[src/hw/rtl/fnms_div.sv]
`timescale 1ns / 1ps

module fnms_div #(
  parameter int unsigned NW = 41,
  parameter int unsigned DW = 16,
  parameter int unsigned QB = 25,
  parameter int unsigned SW = 1
) (
  input  logic          clk_i,
  input  logic          rst_ni,
  input  logic          en_i,
  input  logic          valid_i,
  input  logic [NW-1:0] num_i,
  input  logic [DW-1:0] den_i,
  input  logic [SW-1:0] side_i,
  output logic          valid_o,
  output logic [QB-1:0] quot_o,
  output logic [SW-1:0] side_o
);

  // caller guarantees num_i < den_i * 2^QB or discards the quotient
  logic [NW-1:0] num_hi;
  assign num_hi = num_i >> QB;

  logic          v_q    [QB];
  logic [QB-1:0] lo_q   [QB];
  logic [DW-1:0] rem_q  [QB];
  logic [DW-1:0] den_q  [QB];
  logic [QB-1:0] quot_q [QB];
  logic [SW-1:0] side_q [QB];

  for (genvar i = 0; i < QB; i++) begin : g_st
    logic          v_p;
    logic [QB-1:0] lo_p;
    logic [DW-1:0] rem_p;
    logic [DW-1:0] den_p;
    logic [QB-1:0] quot_p;
    logic [SW-1:0] s_p;
    logic [DW:0]   rem_sh;
    logic [DW:0]   diff;
    logic          take;

    if (i == 0) begin : g_first
      assign v_p    = valid_i;
      assign lo_p   = num_i[QB-1:0];
      assign rem_p  = num_hi[DW-1:0];
      assign den_p  = den_i;
      assign quot_p = '0;
      assign s_p    = side_i;
    end else begin : g_next
      assign v_p    = v_q[i-1];
      assign lo_p   = lo_q[i-1];
      assign rem_p  = rem_q[i-1];
      assign den_p  = den_q[i-1];
      assign quot_p = quot_q[i-1];
      assign s_p    = side_q[i-1];
    end

    assign rem_sh = {rem_p, lo_p[QB-1]};
    assign diff   = rem_sh - {1'b0, den_p};
    assign take   = rem_sh >= {1'b0, den_p};

    always_ff @(posedge clk_i or negedge rst_ni) begin
      if (!rst_ni) begin
        v_q[i] <= 1'b0;
      end else if (en_i) begin
        v_q[i] <= v_p;
      end
    end

    always_ff @(posedge clk_i) begin
      if (en_i) begin
        lo_q[i]   <= lo_p << 1;
        rem_q[i]  <= take ? diff[DW-1:0] : rem_sh[DW-1:0];
        den_q[i]  <= den_p;
        quot_q[i] <= {quot_p[QB-2:0], take};
        side_q[i] <= s_p;
      end
    end
  end

  assign valid_o = v_q[QB-1];
  assign quot_o  = quot_q[QB-1];
  assign side_o  = side_q[QB-1];

endmodule

[config.mk]
export PLATFORM = sky130hd
export DESIGN_NAME = fnms_div
export DESIGN_NICKNAME = d
export VERILOG_FILES = /design/src/hw/rtl/fnms_div.sv
export SDC_FILE = /design/constraint.sdc
export NUM_CORES = 2
export LEC_CHECK = 0
export BUFFER_PORTS_ARGS = -buffer_cell sky130_fd_sc_hd__buf_2
export CORE_MARGIN = 8
export CORE_UTILIZATION = 45
export DETAILED_ROUTE_END_ITERATION = 10
export GPL_TIMING_DRIVEN = 0
export HOLD_SLACK_MARGIN = 0.06
export PLACE_DENSITY_LB_ADDON = 0.1
export SYNTH_ARGS = -nofsm -noshare
export SYNTH_HDL_FRONTEND = slang
export SYNTH_SLANG_ARGS = --single-unit
[constraint.sdc]
create_clock -name clk_i -period 4.03 [get_ports clk_i]
set_input_delay 0.403 -clock clk_i [delete_from_list [all_inputs] [get_ports clk_i]]
set_output_delay 0.403 -clock clk_i [all_outputs]
set_load 0.005 [all_outputs]
**Word-level counts from Yosys, hierarchy flattened**

Memories as Yosys holds them, arrays and structs flattened.
Index checks and enable logic that the tools add are counted.

- Bits in registers: 25
- RAM bits: 2050
- Bits of input ports: 62
- Output and inout bits: 27
- Word-level logic and storage cells: 107
- Memories: 5

- $add $sub $neg: 25
- $lt $le $gt $ge: 25
- Muxes and demuxes: 27

Memory list:

| memory | depth | bits a word | read ports | clocked after memory_dff | wr ports | RTL line | RTL |
|---|---|---|---|---|---|---|---|
| quot_q | 25 | 25 | 25 | 0 | 25 | 29 | `logic [QB-1:0] quot_q [QB];` |
| lo_q | 25 | 24 | 24 | 0 | 25 | 26 | `logic [QB-1:0] lo_q [QB];` |
| den_q | 25 | 16 | 24 | 0 | 25 | 28 | `logic [DW-1:0] den_q [QB];` |
| rem_q | 25 | 16 | 24 | 0 | 25 | 27 | `logic [DW-1:0] rem_q [QB];` |
| side_q | 25 | 1 | 25 | 0 | 25 | 30 | `logic [SW-1:0] side_q [QB];` |

Operators with widths:

| kind | number |
|---|---|
| $ge 17x16->1 | 25 |
| $mux 16 | 25 |
| $sub 16x16->16 | 25 |
| $mux 1 | 2 |

**Longest topological paths before layout**

An unclocked memory read counts as a cell.

- Word-level depth: 3
- Mapped depth: 13
- Depth with buffers taken out: 12

**Worst setup path before layout**

No wires, ideal clock.

- Path type: reg-to-reg
- From: memory den_q[3][1], in the netlist den_q[0][49]
- To: memory rem_q[4][8], in the netlist rem_q[0][72], data pin
- Library setup time: 260 ps
- Arrival time: 2879 ps
- Data required time: 3770 ps
- Slack: 890 ps
- Cell stages (with the launch flop): 13
- Path buffers: 1
- Clock period less this slack: 3140 ps
- Cells stage by stage: edfxtp_1 > inv_1 > ha_1 > nor2b_4 > o31a_1 > o31ai_4 > a211oi_1 > o21a_1 > o311ai_1 > nand2_1 > a211oi_4 > buf_8 > mux2_4

RTL lines:

| item | RTL line |
|---|---|
| start, declared | 28 |
| end, declared | 27 |

==> results.cfg <==
[sta]
hold_violations = 0
worst_clock_skew_ns = 0.0316
min_period_over_period = 0.942
hold_slack_ns = 0.144
layout_setup_ws_ns = 0.235
setup_viol = 0
final.setup.tns_ns = 0
fin_crit_ns = 3.80
max_freq_ghz = 0.263
drv_slew = 0
worst_slew_pin_slew_ns = 1.01
maxSlewHeadroom = 0.324
rsz0062_at_grt = no

[floorplan]
fp.coreArea_mm2 = 0.147
die_area_mm2 = 0.160
design.portCount = 89
chipHeight_um = 400
die_w_um = 400
initial_core_util = 0.451
row_count = 141

[drt]
via_per_inst = 5.16
drt_iter0_markers = 1968
vias = 36905
wl_per_cell_um = 16.9
routed_wirelength_um = 121000
drc_errors = 0
ant_nets = 0
firstDrtPassIters = 7

[placed_design]
place_ws_ns = 0.0747
post-dp-hpwl_um = 84900
io_buffers = 88
gp_congestion = 0.846
place_area_mm2 = 0.0695

[cts]
cts_tree = yes
clock_path_buffers = 3
cts.sinks = 1443
clk_pin_slew_worst_paths_ns = 0.06
htreeDepth = 4
clock_latency_ns = 0.79
root_buffer = clkbuf_16
cts_inserted_buffers = 159

[finish]
utilization = 0.513
drive_above_1_share = 0.118
area_growth_pct = 13.7
postLayoutCellArea_mm2 = 0.0755
diodes = 0
layout.nets = 5577

[power]
switching_share = 0.323
internal_power_w = 0.0386
vdd_drop_max_uv = 425
p_leak_nw = 29.6
power.share.clock = 0.255
p_comb_frac = 0.351
seqPwrFrac = 0.394
switchingPower_w = 0.0184
powerDensity_mw_per_mm2 = 754

[yosys]
synth_cells = 4771
synth_xor_area_frac = 0.0374
synth-async-reset-ratio = 0.0173
synthTopCellsByArea = edfxtp_1, ha_1, mux2_2
synthSimpleGateAreaFrac = 0.0647
postSynthAreaPerCell_um2 = 13.9
synth_most_common_cell = edfxtp_1
synth_nets = 5257
syn_area_mm2 = 0.0664
synth_edf_count = 1418
ys_warn_count = 0
yosysTopAreaCell = edfxtp_1
synth_seq_cells = 1443
synth_common_cells = edfxtp_1, inv_1, ha_1
synth_compound_area_frac = 0.0865
synth_adder_area_share = 0.0826
muxShareOfSynthArea = 0.0453
yosysSeqAreaShare = 0.650
netlist.area_leader.share = 0.641
ys.flop_type = edfxtp_1
synth_top_family_by_area = compound AO/OA/AOI/OAI gates
yosysUniqueCellTypes = 78

[global_routing]
overflow = 0
grt_usage = 0.147
grt_max_degree = 180
antenna_found_initial = 1
grt_pass1_vias = 36783
grt_first_pass_wirelength_um = 193000

[setup_path]
crit_chain = inv_1 > ha_1 > nor2b_1 > o21a_1 > o21ai_0 > a211oi_1 > a211o_1 > a21oi_1 > o41ai_1 > clkbuf_1 > clkbuf_1 > a21oi_1
reg2reg_depth = 12
end_kind = register
worst-path-max-fanout = 10
slowest_stage = clkbuf_1
cp.required_ns = 4.52
cp-start-kind = register
cp_data_arrival_time_ns = 4.29
slowest_delay_ns = 0.58
crit_type = register to register

[status]
status = finished, final reports clean

[flow_run]
maxCapViolCount = 0

[hold_path]
min_path_type = primary input to async pin
==> through the flow <==
step                total power [W]  cells
floorplan                    0.0375   4771
global placement             0.0430   6789
detailed placement           0.0426   6798
CTS                          0.0576   7148
global route                 0.0607   7150
finish                       0.0569   7150
==> power groups by stage <==
stage | clock network (W) | registers, W | logic, W
CTS | 0.0151 | 0.0225 | 0.0201
global placement | 0 | 0.0234 | 0.0196
detailed placement | 0 | 0.0228 | 0.0198
floorplan | 0 | 0.0220 | 0.0155
finish | 0.0145 | 0.0225 | 0.0200
global route | 0.0156 | 0.0228 | 0.0224
==> kinds of logic (layout without fill, tap and decap cells) <==
kind of cell | Yosys count | after routing
flops | 1443 | 1443
compound gates | 896 | 896
simple gates | 881 | 881
buf+inv | 572 | 1021
fa+ha+maj | 424 | 424
xor+xnor | 284 | 284
mux | 271 | 271
==> state kept, by name, indices dropped and copies added (netlist names) <==
register / cells
den_q: 384
rem_q: 384
quot_q: 325
lo_q: 300
side_q: 25
g_st.v_p: 24
valid_o: 1
==> cells in the final DEF, fill, tap and decap left out, types with 19 or more instances in the layout <==
cell type / instances
a211oi_1: 27
a21boi_0: 22
a21o_1: 113
a21oi_1: 252
a31oi_1: 38
buf_2: 100
clkbuf_1: 62
clkbuf_16: 159
clkinv_1: 27
clkinv_2: 30
dfrtp_1: 25
dlygate4sd3_1: 60
edfxtp_1: 1418
fa_1: 24
ha_1: 400
inv_1: 519
mux2_2: 213
mux2i_1: 52
nand2_1: 194
nand2b_1: 54
nand3_1: 72
nand4_1: 53
nor2_1: 261
nor2b_1: 57
nor3_1: 74
nor4_1: 19
o21a_1: 44
o21ai_0: 220
o21bai_1: 24
o31ai_1: 20
or3_1: 22
xnor2_1: 166
xor2_1: 118
==> critical path: cells and delay by family, from the launching register on <==
family	cells	cell delay, ns
flops	1	0.53
buf+inv	3	1.16
compound gates	7	1.46
simple gates	1	0.12
fa+ha+maj	1	0.23
==> per-layer routing <==
layer	global-route usage	vias to the layer above	wire length [um]
met2	0.248	549	57900
met4	0.0494	0	3550
li1	-	18364	-
met3	0.0272	239	4290
met5	0	-	0
met1	0.192	17753	54900
==> worst paths after layout <==
check | end | from | slack, ns
worst max-delay path | rem_q[1][107] | lo_q[1][143] | 0.23
worst min-delay path | valid_o | rst_ni | 0.14
worst max register to register | rem_q[1][107] | lo_q[1][143] | 0.23
worst min register to register | lo_q[0][167] | lo_q[0][142] | 0.41
max in group asynchronous | g_st[19].v_p | rst_ni | 3.53
min in group clk_i | lo_q[0][4] | num_i[4] | 0.32
==> area by class of cell <==
type / instances / area [um^2]
Fill cell: 12521 / 71600
Timing Repair Buffer: 159 / 1330
Sequential cell: 1443 / 43200
Multi-Input combinational cell: 2756 / 21000
Tap cell: 1930 / 2410
Inverter: 519 / 1950
Buffer: 53 / 245
Clock buffer: 192 / 4140
Clock inverter: 98 / 1190
==> what timing repair did <==
action,CTS,global route
buffers inserted,0,2
resized for setup,0,1
hold endpoints to repair,99,0
hold buffers,60,0
endpoints found under the setup margin,0,14
Note: power is estimated with default switching activity, not from simulation.
