===== src/hw/rtl/fnms_isqrt.sv =====
`timescale 1ns / 1ps

module fnms_isqrt #(
  parameter int unsigned XW = 62,
  parameter int unsigned SW = 1,
  localparam int unsigned RW = XW / 2
) (
  input  logic          clk_i,
  input  logic          rst_ni,
  input  logic          en_i,
  input  logic          valid_i,
  input  logic [XW-1:0] x_i,
  input  logic [SW-1:0] side_i,
  output logic          valid_o,
  output logic [RW-1:0] root_o,
  output logic [SW-1:0] side_o
);

  logic          v_q    [RW];
  logic [XW-1:0] x_q    [RW];
  logic [RW:0]   rem_q  [RW];
  logic [RW-1:0] root_q [RW];
  logic [SW-1:0] side_q [RW];

  // one root bit per stage, two radicand bits consumed per stage
  for (genvar i = 0; i < RW; i++) begin : g_st
    logic          v_p;
    logic [XW-1:0] x_p;
    logic [RW:0]   rem_p;
    logic [RW-1:0] root_p;
    logic [SW-1:0] s_p;
    logic [RW+2:0] rem_sh;
    logic [RW+1:0] trial;
    logic [RW+2:0] diff;
    logic          take;

    if (i == 0) begin : g_first
      assign v_p    = valid_i;
      assign x_p    = x_i;
      assign rem_p  = '0;
      assign root_p = '0;
      assign s_p    = side_i;
    end else begin : g_next
      assign v_p    = v_q[i-1];
      assign x_p    = x_q[i-1];
      assign rem_p  = rem_q[i-1];
      assign root_p = root_q[i-1];
      assign s_p    = side_q[i-1];
    end

    assign rem_sh = {rem_p, x_p[XW-1 -: 2]};
    assign trial  = {root_p, 2'b01};
    assign diff   = rem_sh - {1'b0, trial};
    assign take   = rem_sh >= {1'b0, trial};

    always_ff @(posedge clk_i or negedge rst_ni) begin
      if (!rst_ni) begin
        v_q[i] <= 1'b0;
      end else if (en_i) begin
        v_q[i] <= v_p;
      end
    end

    always_ff @(posedge clk_i) begin
      if (en_i) begin
        x_q[i]    <= x_p << 2;
        rem_q[i]  <= take ? diff[RW:0] : rem_sh[RW:0];
        root_q[i] <= {root_p[RW-2:0], take};
        side_q[i] <= s_p;
      end
    end
  end

  assign valid_o = v_q[RW-1];
  assign root_o  = root_q[RW-1];
  assign side_o  = side_q[RW-1];

endmodule


===== config.mk =====
export PLATFORM = sky130hd
export DESIGN_NAME = fnms_isqrt
export DESIGN_NICKNAME = d
export VERILOG_FILES = /design/src/hw/rtl/fnms_isqrt.sv
export SDC_FILE = /design/constraint.sdc
export NUM_CORES = 2
export LEC_CHECK = 0
export BUFFER_PORTS_ARGS = -buffer_cell sky130_fd_sc_hd__buf_2
export CAP_MARGIN = 20
export CORE_MARGIN = 4
export CORE_UTILIZATION = 40
export DETAILED_ROUTE_END_ITERATION = 6
export SLEW_MARGIN = 0
export SYNTH_ARGS = -nofsm -noshare
export SYNTH_HDL_FRONTEND = slang
export SYNTH_SLANG_ARGS = --single-unit

===== constraint.sdc =====
create_clock -name clk_i -period 3.62 [get_ports clk_i]
set_clock_uncertainty 0.1 [all_clocks]
set_input_delay 0.724 -clock clk_i [delete_from_list [all_inputs] [get_ports clk_i]]
set_output_delay 0.724 -clock clk_i [all_outputs]
set_load 0.05 [all_outputs]

### After elaboration in Yosys (flattened, before gate mapping)

Memory sizes are Yosys's and may differ from the RTL's.
Index checks and enable logic that the tools add are counted.

* register bits after elaboration: 31
* bits in writable memories: 3844
* bits of input ports: 67
* output and inout bits: 33
* logic and storage cells: 130
* memories: 4

Memories
* x_q: depth 31, width 60, read ports 30, clocked after Yosys merged registers in 0, write ports 31, line 20 `logic [XW-1:0] x_q [RW];`
* rem_q: depth 31, width 32, read ports 30, clocked after Yosys merged registers in 0, write ports 31, line 21 `logic [RW:0] rem_q [RW];`
* root_q: depth 31, width 31, read ports 31, clocked after Yosys merged registers in 0, write ports 31, line 22 `logic [RW-1:0] root_q [RW];`
* side_q: depth 31, width 1, read ports 31, clocked after Yosys merged registers in 0, write ports 31, line 23 `logic [SW-1:0] side_q [RW];`

* add/subtract/negate cells: 31
* order comparisons: 31
* mux-type cells: 33

Operator list (count)
* >= comparator 34 x 33 -> 1 bit: 30
* two-way mux 32 bit: 31
* subtractor 32 bit: 30
* subtractor 2 x 1 -> 3 bit (second input constant): 1
* >= comparator 2 x 1 -> 1 bit (second input constant): 1
* two-way mux 1 bit: 2

### Longest topological paths before layout

An unclocked memory read counts as a cell.

* word-level depth: 3
* depth in mapped cells: 15
* gate-level depth less buffers: 13

### Worst setup path before layout

No wires, ideal clock.

* path kind: register -> register
* start point: memory rem_q[3][128] (netlist name)
* end point: memory rem_q[3][167] (netlist name), data pin
* library setup time: 0.260 ns
* arrival: 3.085 ns
* data required time: 3.260 ns
* path slack: 0.176 ns
* stages on the path, launching flop included: 12
* buffers on the path: 1
* period minus slack after synthesis: 3.444 ns
* cells stage by stage: edfxtp_1 > ha_1 > nor2b_1 > o31a_1 > o41a_1 > a21o_1 > a221o_1 > a31oi_1 > o31a_1 > nor2b_1 > buf_2 > mux2_2

RTL lines (line)
* from (decl): 21

==> flow_summary.html <==
<table>
<tr><th>Metric</th><th>Value</th></tr>
<tr><th colspan="2">Outcome</th></tr>
<tr><td>Outcome</td><td>complete, no violations</td></tr>
<tr><th colspan="2">Yosys</th></tr>
<tr><td>Area share of the leading cell type in the synthesized netlist</td><td>about two thirds</td></tr>
<tr><td>Post-synth EDFFs</td><td>2371</td></tr>
<tr><td>Ys flop type</td><td>edfxtp_1</td></tr>
<tr><td>Proportion of synthesized chip area in sequential cells</td><td>about 65%</td></tr>
<tr><td>Dominant cell by count in the synthesized netlist</td><td>edfxtp_1</td></tr>
<tr><td>Total nets after synthesis</td><td>between 8000 and 9000</td></tr>
<tr><td>Total of warnings raised by yosys</td><td>0</td></tr>
<tr><td>FF+latch count, synth</td><td>approximately 2400</td></tr>
<tr><td>Ranking of synthesized cells by instance count</td><td>edfxtp_1, inv_1, nand2_1</td></tr>
<tr><td>Most area-consuming cells after synthesis</td><td>edfxtp_1, ha_1, xnor2_1</td></tr>
<tr><td>Post-synthesis instance area</td><td>0.1101 mm^2</td></tr>
<tr><td>Share of synthesized registers carrying an async set or reset</td><td>approximately 1.3%</td></tr>
<tr><td>Post-synthesis instance total</td><td>8383</td></tr>
<tr><td>Top cell type by total area after synthesis</td><td>edfxtp_1</td></tr>
<tr><td>Syn_area_per_cell</td><td>around 13 um^2</td></tr>
<tr><td>Count of distinct cell types in the synthesized netlist</td><td>90</td></tr>
<tr><th colspan="2">Worst setup path</th></tr>
<tr><td>Critical Path, Cell by Cell</td><td>ha_1 -&gt; nand3_1 -&gt; nor2_1 -&gt; nand3_1 -&gt; nor3_1 -&gt; a21oi_1 -&gt; and2_1 -&gt; buf_4 -&gt; nor4_2 -&gt; xor2_1</td></tr>
<tr><td>WP data required</td><td>roughly 4.1 ns</td></tr>
<tr><td>Capturing point of the worst reg2reg path</td><td>rem_q[3][127]$_DFFE_PP_</td></tr>
<tr><td>FF-to-FF setup slack</td><td>a little over 0.08 ns</td></tr>
<tr><td>Depth of the most critical reg-to-reg path</td><td>10</td></tr>
<tr><td>Endpoint arrival time on the critical path</td><td>around 4 ns</td></tr>
<tr><td>Critical-path cell with the highest stage delay</td><td>nor3_1</td></tr>
<tr><td>Worst R2R Start</td><td>rem_q[3][89]$_DFFE_PP_</td></tr>
<tr><td>Critical Path Fanout Max</td><td>10</td></tr>
<tr><td>Critical Path End Type</td><td>flip-flop</td></tr>
<tr><td>Largest stage delay on the critical path</td><td>just under 0.5 ns</td></tr>
<tr><td>Category of the most critical setup path</td><td>flip-flop to flip-flop</td></tr>
<tr><td>Startpoint type of the worst setup path</td><td>flip-flop</td></tr>
<tr><td>Most prevalent standard cell on the critical path</td><td>nand3_1</td></tr>
<tr><th colspan="2">Global routing</th></tr>
<tr><td>Wire length of the first global-routing pass</td><td>between 300 and 400 mm</td></tr>
<tr><td>Overall fraction of global-route tracks in use</td><td>between 10% and 20%</td></tr>
<tr><td>Sum of overflow across all layers after global routing</td><td>0</td></tr>
<tr><td>Antenna violations before repair</td><td>4</td></tr>
<tr><td>Maximum number of pins on one net before global-route repair</td><td>between 100 and 150</td></tr>
<tr><td>Number of global-route vias before repair</td><td>65950</td></tr>
<tr><th colspan="2">Detailed routing</th></tr>
<tr><td>Wirelength, routed</td><td>between 200 and 250 mm</td></tr>
<tr><td>Routed Antenna Nets</td><td>0</td></tr>
<tr><td>First drt pass iteration count</td><td>6</td></tr>
<tr><td>Post-route DRC violation count</td><td>0</td></tr>
<tr><td>Detailed-route via count</td><td>about 66000</td></tr>
<tr><td>Average detailed-routed wire length per instance</td><td>16.80 um</td></tr>
<tr><td>Vias per cell</td><td>slightly above 5</td></tr>
<tr><td>First-iteration detailed-routing DRC count</td><td>approximately 4600</td></tr>
<tr><th colspan="2">Placement</th></tr>
<tr><td>Final RePlAce weighted congestion</td><td>0.9262</td></tr>
<tr><td>Area after DPL</td><td>0.1175 mm^2</td></tr>
<tr><td>Half-perimeter wire length after placement</td><td>153.2 mm</td></tr>
<tr><td>Port Buffers</td><td>99</td></tr>
<tr><th colspan="2">Clock tree</th></tr>
<tr><td>Clock tree from TritonCTS</td><td>done</td></tr>
<tr><td>Sink count of the clock tree</td><td>about 2400</td></tr>
<tr><td>Clock buffers created by TritonCTS</td><td>268</td></tr>
<tr><td>Clock latency at the later pin of the worst-skew pair</td><td>approximately 0.87 ns</td></tr>
<tr><td>Number of H-tree levels</td><td>5</td></tr>
<tr><td>Clock transition at the registers of the reported paths</td><td>around 0.06 ns</td></tr>
<tr><td>Cell at the root of the clock tree</td><td>clkbuf_16</td></tr>
<tr><td>Bufs on Longest Clock Path</td><td>4</td></tr>
<tr><th colspan="2">Floorplanning</th></tr>
<tr><td>Area of the core</td><td>around 0.27 mm^2</td></tr>
<tr><td>Die Span X</td><td>532.6 um</td></tr>
<tr><td>Die ar.</td><td>about 0.28 mm^2</td></tr>
<tr><td>Initial standard-cell utilization of the core</td><td>about two fifths</td></tr>
<tr><td>Vert. Die Dim</td><td>532.6 um</td></tr>
<tr><td>Number of rows created at floorplan</td><td>~190</td></tr>
<tr><td>Total I/O pin count</td><td>100</td></tr>
<tr><th colspan="2">Flow run</th></tr>
<tr><td>Max Cap Violations</td><td>0</td></tr>
<tr><th colspan="2">Finish</th></tr>
<tr><td>Share of post-route cells with drive strength above 1</td><td>a little under an eighth</td></tr>
<tr><td>Cell area after layout</td><td>around 0.13 mm^2</td></tr>
<tr><td>Signed area change from the synthesized netlist to the final layout</td><td>15.72%</td></tr>
<tr><td>Fin nets</td><td>9592</td></tr>
<tr><td>Post-route core utilization</td><td>46.52%</td></tr>
<tr><th colspan="2">Timing</th></tr>
<tr><td>Slew @ Worst Pin</td><td>0.8242 ns</td></tr>
<tr><td>Final period demand of the worst path</td><td>between 3 and 4 ns</td></tr>
<tr><td>Number of pins with negative max-slew slack in the final report</td><td>0</td></tr>
<tr><td>Setup-violating endpoint count in the final report</td><td>0</td></tr>
<tr><td>Fmax</td><td>~0.28 GHz</td></tr>
<tr><td>Slew HR</td><td>43.63%</td></tr>
<tr><td>Portion of the clock cycle consumed by the worst path in the final layout</td><td>97.75%</td></tr>
<tr><td>Final-report hold violation count</td><td>0</td></tr>
<tr><th colspan="2">Power</th></tr>
<tr><td>Leak</td><td>slightly below 0.05 uW</td></tr>
<tr><td>Total power density per cell area</td><td>between 600 and 700 mW/mm^2</td></tr>
<tr><td>Maximum resistive drop on vdd</td><td>~420 uV</td></tr>
<tr><th colspan="2">Worst hold path</th></tr>
<tr><td>Class of the tightest hold or removal check</td><td>input pin to flip-flop</td></tr>
<tr><td>Worst hold path depth</td><td>1</td></tr>
<tr><td>Start point of the worst hold path</td><td>en_i</td></tr>
<tr><td>End point of the most critical hold path</td><td>x_q[0][176]$_DFFE_PP_</td></tr>
</table>
-- cell usage in the layout, fill, tap and decap left out, types with 70 or more instances in the layout --
cell,Yosys,routed
xor2_1,381,381
buf_4,1,302
mux2_2,99,99
nand2b_1,100,100
a21o_1,200,200
nand4_1,83,83
nand3_1,123,121
nor3_1,188,184
a21oi_1,529,518
buf_2,17,98
nor2b_1,74,71
o21a_1,70,70
clkbuf_16,0,274
o21ai_0,428,415
xnor2_1,391,391
ha_1,528,523
edfxtp_1,2371,2371
inv_1,675,675
nor4_1,107,91
nor2_1,510,509
or3_1,79,77
nand2_1,594,594
-- registers in the layout (all words and copies together) (netlist names) --
| signal | flops |
|---|---|
| x_q | 930 |
| root_q | 496 |
| side_q | 31 |
| g_st.v_p | 30 |
| valid_o | 1 |
| rem_q | 914 |
-- per-stage QoR --
step                      TNS (ns)  total power (uW)  hold WS, ns  cells  worst slack (ns)
after floorplan                  0             48570       0.3003   8383            0.1756
after global placement      -1.067             53640       0.3002  12230           -0.1076
after detailed placement   -0.9340             54000       0.3045  12230           -0.1140
after CTS                        0             81200       0.1706  12780          0.002443
after global routing       -0.1500             84890       0.2022  12800          -0.04991
final                            0             80440       0.2239  12800           0.08128
-- power by group --
group / internal (uW) / total [uW] / switching, uW
logic: 7330 / 16300 / 9010
registers: 35200 / 37500 / 2260
clock network: 15600 / 26600 / 11000
total: 58200 / 80400 / 22200
-- worst max-delay path: cells and delay by family (launching register included) --
family | cells | cell delay [ns]
buf+inv | 1 | 0.18
xor+xnor | 1 | 0.10
flops | 1 | 0.43
compound gates | 1 | 0.21
fa+ha+maj | 1 | 0.40
simple gates | 6 | 1.85
-- cell type report --
type	count	area [um^2]
diodes	2	5.005
fillers	23900	146500
inverters	676	2537
clock buffers	316	7003
flip-flops and latches	2402	71970
multi-input cells	5135	35390
well taps	3589	4491
clock inverters	161	1637
repair buffers	514	4358
-- worst max path at each step --
| stage | from | end | slack (ns) |
|---|---|---|---|
| 4_1_cts | rem_q[3][128]$_DFFE_PP_ | rem_q[3][167]$_DFFE_PP_ | 0.002 |
| 3_3_place_gp | rem_q[2][170]$_DFFE_PP_ | rem_q[2][217]$_DFFE_PP_ | -0.11 |
| 6_report | rem_q[3][89]$_DFFE_PP_ | rem_q[3][127]$_DFFE_PP_ | 0.08 |
| 3_5_place_dp | rem_q[2][170]$_DFFE_PP_ | rem_q[2][217]$_DFFE_PP_ | -0.11 |
| 5_1_grt | rem_q[3][68]$_DFFE_PP_ | rem_q[3][127]$_DFFE_PP_ | -0.05 |
| 2_1_floorplan | rem_q[3][128]$_DFFE_PP_ | rem_q[3][167]$_DFFE_PP_ | 0.18 |
-- cells by family after synthesis --
family | after synthesis | share of synthesized area (%)
xor+xnor | 772 | 6.142
simple gates | 2097 | 9.317
flops | 2402 | 65.38
mux | 116 | 1.185
compound gates | 1621 | 9.052
buf+inv | 846 | 2.921
other cells | 1 | 0.003406
fa+ha+maj | 528 | 6.001
-- timing repair --
action                     in CTS  in global routing
pin swaps                       0                 17
hold buffers                   66                  0
setup endpoints to repair      24                242
gates cloned                    0                  1
buffers inserted                0                 15
hold endpoints to repair       96                  0
gates resized for setup        11                 92
-- per-layer routing --
| layer | global-route usage [%] | up-vias | wire, um |
|---|---|---|---|
| met5 | 0 | - | 0 |
| met4 | 5.487 | 0 | 7912 |
| met3 | 1.876 | 478 | 9004 |
| met2 | 25.21 | 1419 | 104200 |
| met1 | 19.14 | 31810 | 93800 |
| li1 | - | 32180 | - |
(Power assumes the default switching activity.)
